<file path="src/rtl/tsff_ratio_div.sv">
// Pipelined restoring divider for the limiter ratio, one quotient bit per stage.
// Carries an opaque payload alongside; no package dependencies.

module tsff_ratio_div #(
   parameter int DEN_W = 17,
   parameter int QUO_W = 17,
   parameter int PAY_W = 8
) (
   input  logic             clock,
   input  logic             reset,
   input  logic             advance,
   input  logic             in_valid,
   input  logic [DEN_W-1:0] in_num,
   input  logic [DEN_W-1:0] in_den,
   input  logic [PAY_W-1:0] in_pay,
   output logic             out_valid,
   output logic [QUO_W-1:0] out_quo,
   output logic [PAY_W-1:0] out_pay
);

   // Partial remainder stays below twice the divisor
   localparam int REM_W = DEN_W + 1;

   logic [QUO_W:0]   stg_valid;
   logic [REM_W-1:0] stg_rem [QUO_W+1];
   logic [QUO_W-1:0] stg_quo [QUO_W+1];
   logic [DEN_W-1:0] stg_den [QUO_W+1];
   logic [PAY_W-1:0] stg_pay [QUO_W+1];

   assign stg_valid[0] = in_valid;
   assign stg_rem[0]   = REM_W'(in_num);
   assign stg_quo[0]   = '0;
   assign stg_den[0]   = in_den;
   assign stg_pay[0]   = in_pay;

   for (genvar j = 0; j < QUO_W; j++) begin : g_bit
      logic             valid_ff;
      logic [REM_W-1:0] rem_ff;
      logic [REM_W-1:0] rem_in;
      logic [QUO_W-1:0] quo_ff;
      logic [QUO_W-1:0] quo_in;
      logic [DEN_W-1:0] den_ff;
      logic [PAY_W-1:0] pay_ff;
      logic [REM_W-1:0] den_x;
      logic             take;

      // Trial subtract, set the quotient bit, shift the remainder on
      always_comb begin
         den_x  = REM_W'(stg_den[j]);
         take   = stg_rem[j] >= den_x;
         rem_in = (take ? (stg_rem[j] - den_x) : stg_rem[j]) << 1;
         quo_in = stg_quo[j];
         quo_in[QUO_W-1-j] = take;
      end

      always_ff @(posedge clock) begin
         if (reset) begin
            valid_ff <= 1'b0;
         end else if (advance) begin
            valid_ff <= stg_valid[j];
         end
      end

      always_ff @(posedge clock) begin
         if (advance) begin
            rem_ff <= rem_in;
            quo_ff <= quo_in;
            den_ff <= stg_den[j];
            pay_ff <= stg_pay[j];
         end
      end

      assign stg_valid[j+1] = valid_ff;
      assign stg_rem[j+1]   = rem_ff;
      assign stg_quo[j+1]   = quo_ff;
      assign stg_den[j+1]   = den_ff;
      assign stg_pay[j+1]   = pay_ff;
   end

   assign out_valid = stg_valid[QUO_W];
   assign out_quo   = stg_quo[QUO_W];
   assign out_pay   = stg_pay[QUO_W];

endmodule

</file>
<file path="config.mk">
export PLATFORM = sky130hd
export DESIGN_NAME = tsff_ratio_div
export DESIGN_NICKNAME = d
export VERILOG_FILES = /design/src/rtl/tsff_ratio_div.sv
export SDC_FILE = /design/constraint.sdc
export NUM_CORES = 1
export LEC_CHECK = 0
export BUFFER_PORTS_ARGS = -buffer_cell sky130_fd_sc_hd__clkbuf_2
export CAP_MARGIN = 40
export CORE_MARGIN = 2
export CORE_UTILIZATION = 59
export DETAILED_ROUTE_END_ITERATION = 6
export MAX_ROUTING_LAYER = met4
export PLACE_DENSITY_LB_ADDON = 0.2
export SYNTH_ARGS = -nofsm -noshare
export SYNTH_HDL_FRONTEND = slang
export SYNTH_SLANG_ARGS = --single-unit
</file>
<file path="constraint.sdc">
create_clock -name clock -period 3.8 [get_ports clock]
set_input_delay 0.76 -clock clock [delete_from_list [all_inputs] [get_ports clock]]
set_output_delay 0.76 -clock clock [all_outputs]
set_load 0.01 [all_outputs]
</file>
# After elaboration in Yosys (flattened, before gate mapping)

Cells that the tools add are included.
Widths: inputs -> output; s select.

Memories kept: 0
Bits of input ports: 46
Memory bits (writable): 0
Bits in latches: 0
Register bits: 850
Memory bits (read-only): 0

Reduce and logical (&&, ||, !) cells: 0
Div/mod/pow operators: 0
Order comparisons: 17
Bitwise operators: 0
Multiply operators: 0
Equality and inequality tests: 0
Shift-type cells: 0
$add $sub $neg: 16
Mux-type cells: 16

Operator list:

| operator       | count |
|---|---|
| $ge 18x17->1   | 16 |
| $mux 17        | 16 |
| $sub 17x17->17 | 16 |
| $ge 17x17->1   | 1 |

# Logic depth before layout (Yosys ltp)

Depth after elaboration: 2
Mapped depth: 13
Depth with buffers taken out: 11

# Worst setup path after synthesis

Ideal clock, no wire load.

Path type: input to register
Start: input in_num[0]
End: register g_bit[0].rem_ff[17], data pin
Slack: 0.542 ns
Stages: 11
Setup time: 0.180 ns
Buffers on the path: 0
Arrival: 3.078 ns
Required time: 3.620 ns
Path through: inv_1 -> ha_1 -> fa_1 -> nor2b_1 -> o21ai_0 -> a21boi_0 -> o41ai_1 -> o311ai_0 -> a311oi_1 -> mux2_2 -> a221oi_1

Longest elaborated chain between the ends: 2
Elaborated cells on any way between the ends: 3
Those cells by class: add/sub (1); order compare (1); mux (1)

RTL lines:

| element                                        | RTL line | source |
|---|---|---|
| from (decl)                                    | 13       | `input logic [DEN_W-1:0] in_num,` |
| $sub 17x17->17 or $ge 17x17->1 (tied branches) | 51, 50   |  |
| $mux 17 (*)                                    | 51       | `rem_in = (take ? (stg_rem[j] - den_x) : stg_rem[j]) << 1;` |
| named net g_bit[0].rem_in[17]                  | 39       | `logic [REM_W-1:0] rem_in;` |
| to (signal assigned)                           | 66       | `rem_ff <= rem_in;` |
| to (decl)                                      | 38       | `logic [REM_W-1:0] rem_ff;` |

The timed path passes the listed nets; every way through them passes the cells marked *.
A chain may end at the register's enable or synchronous reset.

# Final worst setup path

Start: register g_bit[14].rem_ff[2]
End: register g_bit[15].rem_ff[9], data pin

Longest elaborated chain between the ends: 2
Elaborated cells on any way between the ends: 3
Those cells by class: add/sub (1); order compare (1); mux (1)

RTL lines:

| element                                        | RTL line |
|---|---|
| from (decl)                                    | 38 |
| from (signal assigned)                         | 66 |
| $sub 17x17->17 or $ge 18x17->1 (tied branches) | 51, 50 |
| $mux 17 (*)                                    | 51 |
| named net g_bit[15].rem_in[9]                  | 39 |
| to (signal assigned)                           | 66 |
| to (decl)                                      | 38 |

Marks and branches as above.

==> qor.yml <==
critical_path:
  crit_start: "g_bit[14].rem_ff[2]"
  cp-start-kind: "register"
  reg2regPathDepth: 9
  r2r_slack_ns: 0.40
  critPathArrivalTime_ns: 3.79
  r2r_end: "g_bit[15].rem_ff[9]"
  r2r-start: "g_bit[14].rem_ff[2]"
  critPathCaptureType: "register"
  cp_max_fo: 19
  critical_path_class: "reg2reg"
  cp.required_ns: 4.19
sta:
  finalWorstSetupSlack_ns: 0.399
  tightest_slew_ns: 0.880
  report.final.slew_viol_count: 0
  timing.hold.ws_ns: 0.302
  finalCriticalPeriod_ns: 3.40
  slew_headroom: 0.406
  setup_viol_count_final: 0
  max_clock_freq_ghz: 0.294
  post-route-period-util: 0.895
  rsz0062_at_grt: "no"
  hold_violations: 0
  fin_tns_setup_ns: 0
  finalClockSkew_ns: 0.0300
route:
  wl_per_cell_um: 18.2
  drc: 0
  route.vias.total: 26300
  routed_wl_um: 82900
  vias_per_cell: 5.77
  drt_iter0_drc: 2069
  dr.pass1.iters: 6
  postRouteAntennaNets: 0
floorplanning:
  core.rowCount: 98
  start_util: 0.595
  die_h_um: 273
  coreArea_um2: 71500
  io-pin-count: 72
  dieArea_um2: 74300
  die_w_um: 273
worst_hold_path:
  hold_class: "in2reg"
  min_to: "g_bit[0].pay_ff[1]"
  min_from: "in_pay[1]"
  whs_path_depth: 1
grt:
  antenna_found_initial: 0
  grt_max_degree: 82
  grt_pass1_vias: 26500
  grt_first_pass_wirelength_um: 134000
  grtUsageTotal: 0.232
  grt_overflow: 0
synthesis:
  syn_area_per_cell_um2: 12.6
  synth_warnings: 0
  synth_top_area_frac: 0.588
  synthCells: 3380
  synth_top_area_cell: "edfxtp_1"
  async_reset_ff_frac: 0
  synth_seq_cells: 850
  synth.area.top_cells: "edfxtp_1 59%, ha_1 8.5%, mux2_2 3.8%"
  synth_enable_flop_cells: 833
  ys_seq_area_frac: 0.596
  synth_cell_types: 81
  ys.flop_type: "edfxtp_1"
  synthesis.area_um2: 42600
  syn-num-nets: 3730
pwr:
  power.density_nw_per_um2: 797
  p_leak_nw: 19.0
  ir_drop_mv: 0.686
clock_network:
  clock_path_buffers: 3
  ctsResizeCount: 0
  clk_pin_slew_ns: 0.06
  cts_buffers: 89
  cts_num_sinks: 850
  h-tree-depth: 3
  cts_hold_buf: 0
  ctsRootBufferMaster: "clkbuf_16"
  clk_latency_ns: 0.65
  post_cts_buffers: 0
  cts_tree: "done"
place:
  place_hpwl_um: 60600
  dp_slack_ns: 0.166
  place_congestion: 0.945
  portBuffers: 71
  post_dp_cell_area_um2: 44500
layout:
  final_nets: 3889
  insertedDiodeCount: 0
  final_cell_area_um2: 47400
  layout-drive-gt1-share: 0.117
  fill_cells: 5151
  area_delta_synth_final_pct: 11.4
outcome:
  status: "complete, no violations"
flow_run:
  maxCapViolations: 0
[routing by layer]
metal / up-vias / GRT usage / routed length (µm)
li1: 12700 / - / -
met1: 12700 / 0.299 / 36400
met2: 708 / 0.377 / 39400
met3: 216 / 0.0286 / 3980
met4: 0 / 0.0941 / 3120
met5: - / - / 0
[layout make-up]
cell class	count	area, µm²	area share
clock inverters	55	612	0.0129
inverters	372	1400	0.0294
multi-input cells	2105	15600	0.329
repair buffers	121	945	0.0199
clock buffers	109	2320	0.0490
flip-flops and latches	850	25400	0.535
well taps	950	1190	0.0251
[Yosys cell counts (12+ instances only)]
library cell / count
a211oi_1: 35
a21o_1: 77
a21oi_1: 199
a31oi_1: 32
and3_1: 17
clkbuf_1: 38
dfxtp_1: 17
edfxtp_1: 833
fa_1: 16
ha_1: 288
inv_1: 372
mux2_2: 143
mux2i_1: 32
nand2_1: 170
nand2b_1: 36
nand3_1: 42
nand4_1: 28
nor2_1: 219
nor2b_1: 55
nor3_1: 42
o211ai_1: 17
o21a_1: 64
o21ai_0: 185
o21bai_1: 24
o31ai_1: 23
or3_1: 12
xnor2_1: 119
xor2_1: 72
[critical path: stages, from the launching register on]
cell and delay (ns):
edfxtp_1 0.40, ha_1 0.37, nor2b_1 0.17, o31ai_1 0.38, a22oi_1 0.19, o41a_1 0.45, o21ai_0 0.22, o211ai_1 0.32
buf_4 0.35, mux2_2 0.29
[sequential cells by signal, indices dropped and copies added, names as in the netlist]
| register | flops |
|---|---|
| g_bit.quo_ff | 136 |
| out_valid | 1 |
| g_bit.rem_ff | 272 |
| g_bit.den_ff | 272 |
| out_pay | 8 |
| g_bit.valid_ff | 16 |
| out_quo | 17 |
| g_bit.pay_ff | 128 |
[worst max path at each step]
| stage | to | slack (ns) | cells past startpoint |
|---|---|---|---|
| 2_1_floorplan | g_bit[0].rem_ff[17] | 0.54 | 11 |
| 5_1_grt | g_bit[8].rem_ff[10] | 0.24 | 11 |
| 3_3_place_gp | g_bit[0].rem_ff[17] | 0.24 | 14 |
| 4_1_cts | g_bit[8].rem_ff[8] | 0.47 | 11 |
| 6_report | g_bit[15].rem_ff[9] | 0.40 | 9 |
| 3_5_place_dp | g_bit[0].rem_ff[17] | 0.17 | 14 |
[where the power goes]
part,switching (mW),leakage (nW),total [mW],internal [mW]
sequential,1.14,8.28,14.4,13.2
combinational,8.12,9.33,14.8,6.65
clock,3.59,1.40,8.65,5.06
[cell families (layout without fill, tap and decap cells)]
family | count (synthesis) | after routing | synth area share
flops | 850 | 850 | 0.596
compound gates | 762 | 762 | 0.114
simple gates | 673 | 673 | 0.0756
buf+inv | 425 | 657 | 0.0382
fa+ha+maj | 304 | 304 | 0.0922
xor+xnor | 191 | 191 | 0.0393
mux | 175 | 175 | 0.0454
[cells in the final DEF, fill, tap and decap left out, types with 55 or more instances in the layout]
cell and n:
edfxtp_1 833, clkbuf_16 90, clkbuf_2 70, a21oi_1 199
inv_1 372, ha_1 288, xnor2_1 119, xor2_1 72
o21ai_0 185, nor2b_1 55, mux2_2 143, a21o_1 77
nor2_1 219, nand2_1 170, o21a_1 64
[per-stage QoR]
| stage | utilization | total power [mW] | instances |
|---|---|---|---|
| final | 0.663 | 37.8 | 4562 |
| after global routing | 0.663 | 40.2 | 4562 |
| after CTS | 0.663 | 37.9 | 4562 |
| after detailed placement | 0.622 | 29.0 | 4398 |
| after global placement | 0.622 | 28.5 | 4397 |
| after floorplan | - | 25.2 | 3380 |
No activity file was read; power rests on OpenSTA's default activity.
