**config.mk**
```make
export PLATFORM = sky130hd
export DESIGN_NAME = tsff_csr
export DESIGN_NICKNAME = d
export VERILOG_FILES = /design/src/rtl/tsff_pkg.sv /design/src/rtl/tsff_csr.sv
export SDC_FILE = /design/constraint.sdc
export NUM_CORES = 1
export LEC_CHECK = 0
export ABC_AREA = 1
export BUFFER_PORTS_ARGS = -buffer_cell sky130_fd_sc_hd__buf_2
export CAP_MARGIN = 20
export CORE_UTILIZATION = 38
export DETAILED_ROUTE_END_ITERATION = 10
export PLACE_DENSITY = 0.86
export SYNTH_ARGS = -nofsm -noshare
export SYNTH_HDL_FRONTEND = slang
export SYNTH_SLANG_ARGS = --single-unit
```
**constraint.sdc**
```tcl
create_clock -name clock -period 0.8 [get_ports clock]
set_clock_uncertainty 0.1 [all_clocks]
set_input_delay 0.04 -clock clock [delete_from_list [all_inputs] [get_ports clock]]
set_output_delay 0.04 -clock clock [all_outputs]
set_load 0.005 [all_outputs]
```
**src/rtl/tsff_pkg.sv**
```systemverilog
// Shared constants and codes for the superbee face flux block.
// No dependencies; imported by the register file and the top level.

package tsff_pkg;

   // Configuration port geometry
   localparam int CSR_ADDR_W = 3;
   localparam int CSR_DATA_W = 32;

   // Register index taken from the word address bit of paddr
   typedef enum logic [0:0] {
      REG_COURANT_SCALE = 1'b0
   } csr_reg_type;

   // dt/dx register: unsigned, 16 integer and 16 fraction bits
   localparam int SCALE_W = 32;

   // |velocity| * dt/dx carries 32 fraction bits before rescaling
   localparam int SCALE_FRAC_BITS = 32;

   // Courant product saturates at 2.0, i.e. 2^33 in that format
   localparam int COURANT_CAP_LOG = 33;
   localparam int VSAT_W = COURANT_CAP_LOG + 1;
   localparam logic [VSAT_W-1:0] COURANT_CAP = {1'b1, {COURANT_CAP_LOG{1'b0}}};

   // Velocity magnitude is split in two halves for the partial products
   localparam int MUL_SPLIT = 17;
   localparam int PROD_W = VSAT_W + SCALE_W;

endpackage

```
**src/rtl/tsff_csr.sv**
```systemverilog
// Configuration register file: holds the dt/dx scale behind an APB-style port.
// Depends on tsff_pkg for address and data geometry.

module tsff_csr
   import tsff_pkg::*;
(
   input  logic                  clock,
   input  logic                  reset,
   input  logic                  csr_psel,
   input  logic                  csr_penable,
   input  logic                  csr_pwrite,
   input  logic [CSR_ADDR_W-1:0] csr_paddr,
   input  logic [CSR_DATA_W-1:0] csr_pwdata,
   output logic [CSR_DATA_W-1:0] csr_prdata,
   output logic                  csr_pready,
   output logic [SCALE_W-1:0]    courant_scale
);

   logic [SCALE_W-1:0] scale_ff;
   logic               wr_en;
   csr_reg_type        reg_sel;

   assign csr_pready = 1'b1;
   assign reg_sel    = csr_reg_type'(csr_paddr[CSR_ADDR_W-1]);
   assign wr_en      = csr_psel & csr_penable & csr_pwrite & csr_pready;

   // Write the scale in the access phase of a transaction
   always_ff @(posedge clock) begin
      if (reset) begin
         scale_ff <= '0;
      end else if (wr_en && reg_sel == REG_COURANT_SCALE) begin
         scale_ff <= csr_pwdata[SCALE_W-1:0];
      end
   end

   // Read back decode
   always_comb begin
      unique case (reg_sel)
         REG_COURANT_SCALE: csr_prdata = CSR_DATA_W'(scale_ff);
         default:           csr_prdata = '0;
      endcase
   end

   assign courant_scale = scale_ff;

endmodule

```
# Word level (Yosys, flattened, before mapping)
# Cells that the tools add are included.
# totals
elab_cells	6
output_inout_bits	65
register_bits	32
# classes
bitwise	3
muxes	1
reduce_logical	1
# ops
cell	n
32-bit 2-to-1 mux	1
1-bit bitwise AND	2
1-bit logical AND	1
1-bit NOT	1

# Logic depth before layout (Yosys ltp)
# Gate-level depths: netlist (run 1).
# logic_depth
ltp_word	3
mapped_depth	7
mapped_depth_nobuf	5

# Least setup slack after synthesis (run 1)
# Ideal clock, no wire load.
# synth_timing
path_kind	input-to-reg
startpoint	in csr_paddr[2]
endpoint	reg scale_ff[0] (netlist: courant_scale[0])
setup_ps	113
t_required_ps	587
path_stages	6
path_slack_ps	-27
arrival_time_ps	614
path_cell_list	buf_6 nor2_4 buf_2 nand3_1 nand2_1 nor2_1
# synth_via
elab_chain_len	2
# synth_lines
element	line	source
start: declaration	tsff_csr.sv:12	input logic [CSR_ADDR_W-1:0] csr_paddr,
1-bit NOT	n/a	
1-bit logical AND	tsff_csr.sv:31	end else if (wr_en && reg_sel == REG_COURANT_SCALE) begin
end signal: assignment	tsff_csr.sv:32	scale_ff <= csr_pwdata[SCALE_W-1:0];
end: declaration	tsff_csr.sv:19	logic [SCALE_W-1:0] scale_ff;
# Every way passes these cells.
# A chain may end at the register's enable or synchronous reset.

# Final worst setup path (run 1)
# layout_timing
startpoint	reg scale_ff[6] (netlist: courant_scale[6])
endpoint	out csr_prdata[6]
# layout_via
elab_chain_len	1
# layout_lines
element	line	source
32-bit 2-to-1 mux	tsff_csr.sv:38	unique case (reg_sel)
end: declaration	tsff_csr.sv:14	output logic [CSR_DATA_W-1:0] csr_prdata,
# Every way passes these cells.

==> flow_metrics.py, run 1 <==
metrics = {
    "worst_setup_path": {
        "cp-endpoint": "csr_prdata[6]",
        "rr_startpoint": "courant_scale[0]$_SDFFE_PP0P_",
        "worstSetupEndpointType": "primary output",
        "worstRegToRegCells": 3,
        "startpoint_type": "flip-flop",
        "cp_max_fo": 3,
        "r2r-end": "courant_scale[0]$_SDFFE_PP0P_",
        "arrival_ns": 0.89,
        "r2r_setup_slack_ns": -0.01,
        "critPathLaunch": "courant_scale[6]$_SDFFE_PP0P_",
        "critPathRequiredTime_ns": 0.66,
        "path_class": "reg -> out",
    },
    "yosys": {
        "yosys_warnings": 0,
        "seq_area_frac_synth_pct": 37.9,
        "synthCells": 282,
        "synth-seq-cells": 32,
        "netlist_area_um2": 1690,
        "avgSynthCellArea_um2": 5.99,
        "synth_nets": 322,
        "synth_cell_types": 15,
    },
    "floorplan": {
        "row_count": 23,
        "die-area_um2": 4720,
        "die_h_um": 68.7,
        "core_area_um2": 4140,
        "start_util_pct": 40.8,
        "dieWidth_um": 68.7,
        "ioPinCount": 105,
    },
    "job": {
        "maxCapViolations": 0,
    },
    "route": {
        "num_vias": 1934,
        "viasPerCell": 4.42,
        "dr.pass1.iters": 5,
        "drc": 0,
        "postRouteAntennaNets": 0,
        "drt_iter0_markers": 91,
        "routedWlPerCell_um": 10.3,
        "wl_um": 4520,
    },
    "sta": {
        "fin_crit_sh_pct": 129,
        "finalCriticalPeriod_ns": 1.03,
        "setup_ws_ns": -0.234,
        "hold_ws_ns": -0.0341,
        "final-hold-violation-count": 26,
        "final.setup.tns_ns": -8.73,
        "drv_slew": 0,
        "timing.fmax_ghz": 0.967,
        "setup_violations": 65,
        "rsz0062_at_grt": "true",
    },
    "power_and_ir_drop": {
        "leakage_nw": 1.48,
        "power_mw": 3.87,
        "peakVddDrop_mv": 0.732,
        "power_density_nw_per_um2": 1460,
    },
    "final_layout": {
        "largest_register_ff_count": 32,
        "drive_gt1_share_pct": 51.5,
        "n_antenna_cell": 0,
        "area_delta_synth_final_pct": 56.9,
        "final_area_um2": 2650,
        "fin_cells": 438,
        "nets": 427,
    },
    "grt": {
        "grt_max_degree": 33,
        "grt_pass1_vias": 1424,
        "antenna_found_initial": 0,
        "grt_usage_pct": 17.5,
        "grt.overflow.total": 0,
        "grt_pass1_wl_um": 5980,
    },
    "cts": {
        "insertion_delay_ns": 0.28,
        "cts_buffer_depth": 2,
        "cts.clk_slew.worst_paths_ns": 0.07,
        "cts_inserted_buffers": 5,
        "cts_sinks": 32,
        "htreeDepth": 2,
        "cts-root-buf": "clkbuf_8",
        "cts_tree": "yes",
    },
    "placement": {
        "gp_congestion": 0.712,
        "port_buffers": 101,
        "placed_cell_area_um2": 2250,
        "dp.cells": 423,
        "hpwl_um": 3010,
    },
    "worst_hold_path": {
        "min_path_type": "in -> reg",
    },
    "run_status": {
        "status": "complete, but fails checks",
        "failed_checks": "hold timing, setup timing",
    },
}
## kinds of logic (layout without fill, tap and decap cells)
family                 Yosys count  after routing  synth area share [%]
buffers and inverters           85            190                  21.3
flip-flops                      32             32                  37.9
other                            1              1                 0.222
AND/OR/NAND/NOR                164            165                  40.5
## power breakdown
part | switching (mW) | leakage [nW] | internal [mW]
combinational | 0.331 | 1.15 | 0.323
clock | 0.581 | 0.0552 | 0.923
sequential | 0.0534 | 0.275 | 1.66
total | 0.965 | 1.48 | 2.90
## repair_timing
action / in CTS / in global routing
hold endpoints to repair: 29 / 10
pin swaps: 2 / 18
endpoints found under the setup margin: 64 / 91
gates resized for setup: 44 / 54
buffers inserted: 3 / 3
gates cloned: 0 / 1
## area by class of cell
cell class	instances	area, µm²
flip-flops and latches	32	683
clock inverters	2	35.0
repair buffers	114	779
fillers	380	1490
inverters	68	255
clock buffers	6	72.6
well taps	50	62.6
multi-input cells	166	762
## placed cells by master, fill, tap and decap left out, drive strengths merged
cell type,count
buf,114
nand3,32
nand2,34
clkbuf,6
bufinv,1
clkinv,1
dfxtp,32
nor2,99
conb,1
inv,68
## through the flow
step / worst slack (ns) / util [%]
after detailed placement: -0.262 / 54.4
after CTS: -0.212 / 59.1
after global routing: -0.307 / 63.9
after floorplan: -0.0266 / -
final: -0.234 / 63.9
after global placement: -0.193 / 54.4
## Yosys cell counts
cell type | number | area, µm²
buf_6 | 4 | 45.0
nor2_8 | 1 | 20.0
nand2_2 | 2 | 12.5
buf_4 | 1 | 7.51
nand3_1 | 32 | 160
inv_2 | 1 | 3.75
inv_1 | 67 | 251
buf_2 | 6 | 30.0
conb_1 | 1 | 3.75
nand2_1 | 32 | 120
nor2_4 | 1 | 11.3
nor2_1 | 96 | 360
clkbuf_1 | 3 | 11.3
buf_1 | 3 | 11.3
dfxtp_1 | 32 | 641
## critical path, cell delays in order (launching register included)
cell and delay, ns:
dfxtp_2 0.36, inv_2 0.03, nor2_1 0.10, buf_2 0.13
## worst min path at each step
stage | start | endpoint | slack, ns | cells after the start
after floorplan | reset | courant_scale[26]$_SDFFE_PP0P_ | 0.13 | 3
after global placement | csr_pwdata[30] | courant_scale[30]$_SDFFE_PP0P_ | 0.25 | 5
after detailed placement | csr_pwdata[22] | courant_scale[22]$_SDFFE_PP0P_ | 0.26 | 5
after CTS | csr_pwdata[17] | courant_scale[17]$_SDFFE_PP0P_ | -0.04 | 5
after global routing | csr_pwdata[6] | courant_scale[6]$_SDFFE_PP0P_ | -0.03 | 5
final | csr_pwdata[17] | courant_scale[17]$_SDFFE_PP0P_ | -0.03 | 5
## metal layers
layer	global-route usage (%)	share of wire, %
met2	32.2	52
met1	18.1	40
met5	0	0
met3	5.92	7.2
met4	6.25	0.75
No activity file was read; power rests on OpenSTA's default activity.
==> run 2, diff against run 1 <==
Settings changed: PLACE_DENSITY 0.86 to 0.75.
==> flow_metrics.py, run 2 (synthesis gave the netlist of run 1 again) <==
metrics = {
    "route": {
        "wl_um": 4310,
        "drc": 0,
        "num_vias": 1879,
        "postRouteAntennaNets": 0,
        "routedWlPerCell_um": 9.81,
        "drt_iter0_markers": 111,
        "dr.pass1.iters": 6,
        "viasPerCell": 4.28,
    },
    "final_layout": {
        "n_antenna_cell": 0,
        "area_delta_synth_final_pct": 52.4,
        "drive_gt1_share_pct": 48.6,
        "nets": 428,
        "fin_cells": 439,
        "final_common_cell": "nor2_1",
        "fin_util_pct": 62.1,
        "layout_common_cells": "89 x nor2_1, 87 x buf_2, 44 x inv_1",
        "largest_register_ff_count": 32,
    },
    "cts": {
        "cts_sinks": 32,
        "cts_tree": "yes",
        "htreeDepth": 2,
        "cts-root-buf": "clkbuf_8",
        "cts.clk_slew.worst_paths_ns": 0.06,
        "cts_buffer_depth": 2,
        "insertion_delay_ns": 0.27,
        "cts_inserted_buffers": 5,
    },
    "worst_setup_path": {
        "cpMaxStageDelayCell": "dfxtp_2",
        "cp_max_fo": 3,
        "r2r_setup_slack_ns": -0.05,
        "r2r-end": "courant_scale[8]$_SDFFE_PP0P_",
        "arrival_ns": 0.86,
        "max_stage_delay_ns": 0.35,
        "path_class": "reg -> out",
        "cpLargestDelayFamily": "flip-flops",
        "path_buf_inv": 2,
        "startpoint_type": "flip-flop",
        "worstSetupEndpointType": "primary output",
        "worstRegToRegCells": 4,
        "rr_startpoint": "courant_scale[8]$_SDFFE_PP0P_",
        "critPathRequiredTime_ns": 0.66,
        "cp_cell_sequence": "inv_2, nor2_1, buf_2",
    },
    "grt": {
        "antenna_found_initial": 0,
        "grt_pass1_vias": 1492,
        "grt_usage_pct": 17.9,
        "grt_max_degree": 33,
        "grt.overflow.total": 0,
        "grt_pass1_wl_um": 6310,
    },
    "power_and_ir_drop": {
        "power_mw": 3.58,
        "leakage_nw": 1.47,
        "power_density_nw_per_um2": 1390,
        "peakVddDrop_mv": 0.718,
    },
    "sta": {
        "rsz0062_at_grt": "true",
        "hold_ws_ns": -0.0241,
        "final-hold-violation-count": 26,
        "timing.fmax_ghz": 1.00,
        "drv_slew": 0,
        "setup_ws_ns": -0.197,
        "finalCriticalPeriod_ns": 0.997,
        "fin_crit_sh_pct": 125,
        "setup_violations": 65,
    },
    "floorplan": {
        "die-area_um2": 4720,
        "row_count": 23,
        "dieWidth_um": 68.7,
        "start_util_pct": 40.8,
        "die_h_um": 68.7,
        "core_area_um2": 4140,
        "ioPinCount": 105,
    },
    "job": {
        "maxCapViolations": 0,
    },
    "placement": {
        "port_buffers": 101,
        "dp.cells": 423,
        "gp_congestion": 0.725,
        "hpwl_um": 2920,
    },
    "run_status": {
        "status": "complete, but fails checks",
        "failed_checks": "hold timing, setup timing",
    },
    "worst_hold_path": {
        "whs_endpoint": "courant_scale[4]$_SDFFE_PP0P_",
        "min_path_type": "in -> reg",
        "min_path_cells": 5,
        "hold_start": "csr_pwdata[4]",
    },
}
run 2: cell count changes in the layout (fill, tap and decap cells not counted), sizes merged:
| cell | before | now |
|---|---|---|
| buf | 114 | 115 |
| bufinv | 1 | 0 |
| clkbuf | 6 | 8 |
| clkinv | 1 | 0 |
run 2: through the flow:
step,instance area [µm²],setup slack [ns],setup TNS (ns)
floorplan,1690,-0.0266,-0.799
global placement,2240,-0.203,-6.17
detailed placement,2240,-0.255,-7.88
CTS,2390,-0.190,-7.85
global route,2570,-0.264,-11.14
finish,2570,-0.197,-7.85
run 2: routing by layer:
layer  GRT usage [%]  up-vias  wire, µm
li1                -     1008         -
met1            21.2      792      1970
met2            31.0       75      1970
met3            5.10        4       328
met4            5.47        0        36
met5               0        -         0
run 2: worst register-to-register path: stages (launching register included):
cell     delay (ns)
dfxtp_2        0.33
buf_6          0.11
buf_6          0.11
nor2_4         0.07
nor2_2         0.03
run 2: what timing repair did:
action,in CTS,in global routing
buffers inserted,2,5
cloned,0,1
gates resized for setup,40,41
pin swaps,0,9
hold endpoints to repair,31,4
endpoints found under the setup margin,64,96
run 2: layout make-up:
| class | instances | area [µm²] |
|---|---|---|
| clock buffer | 8 | 90.1 |
| fill | 403 | 1570 |
| inverter | 68 | 255 |
| multi-input combinational | 166 | 727 |
| sequential | 32 | 681 |
| tap | 50 | 62.6 |
| timing repair buffer | 115 | 759 |
run 2: how the worst max path moves through the flow:
stage / from / endpoint / slack (ns) / depth (start not counted)
after CTS: courant_scale[10]$_SDFFE_PP0P_ / csr_prdata[10] / -0.19 / 3
after floorplan: csr_paddr[2] / courant_scale[0]$_SDFFE_PP0P_ / -0.03 / 6
after global routing: courant_scale[6]$_SDFFE_PP0P_ / csr_prdata[6] / -0.26 / 3
after detailed placement: csr_paddr[2] / courant_scale[27]$_SDFFE_PP0P_ / -0.26 / 6
after global placement: csr_paddr[2] / courant_scale[19]$_SDFFE_PP0P_ / -0.20 / 6
final: courant_scale[7]$_SDFFE_PP0P_ / csr_prdata[7] / -0.20 / 3
run 2: where the power goes:
| group | internal, mW | switching (mW) |
|---|---|---|
| Clock | 0.701 | 0.545 |
| Sequential | 1.66 | 0.0519 |
| Combinational | 0.307 | 0.315 |
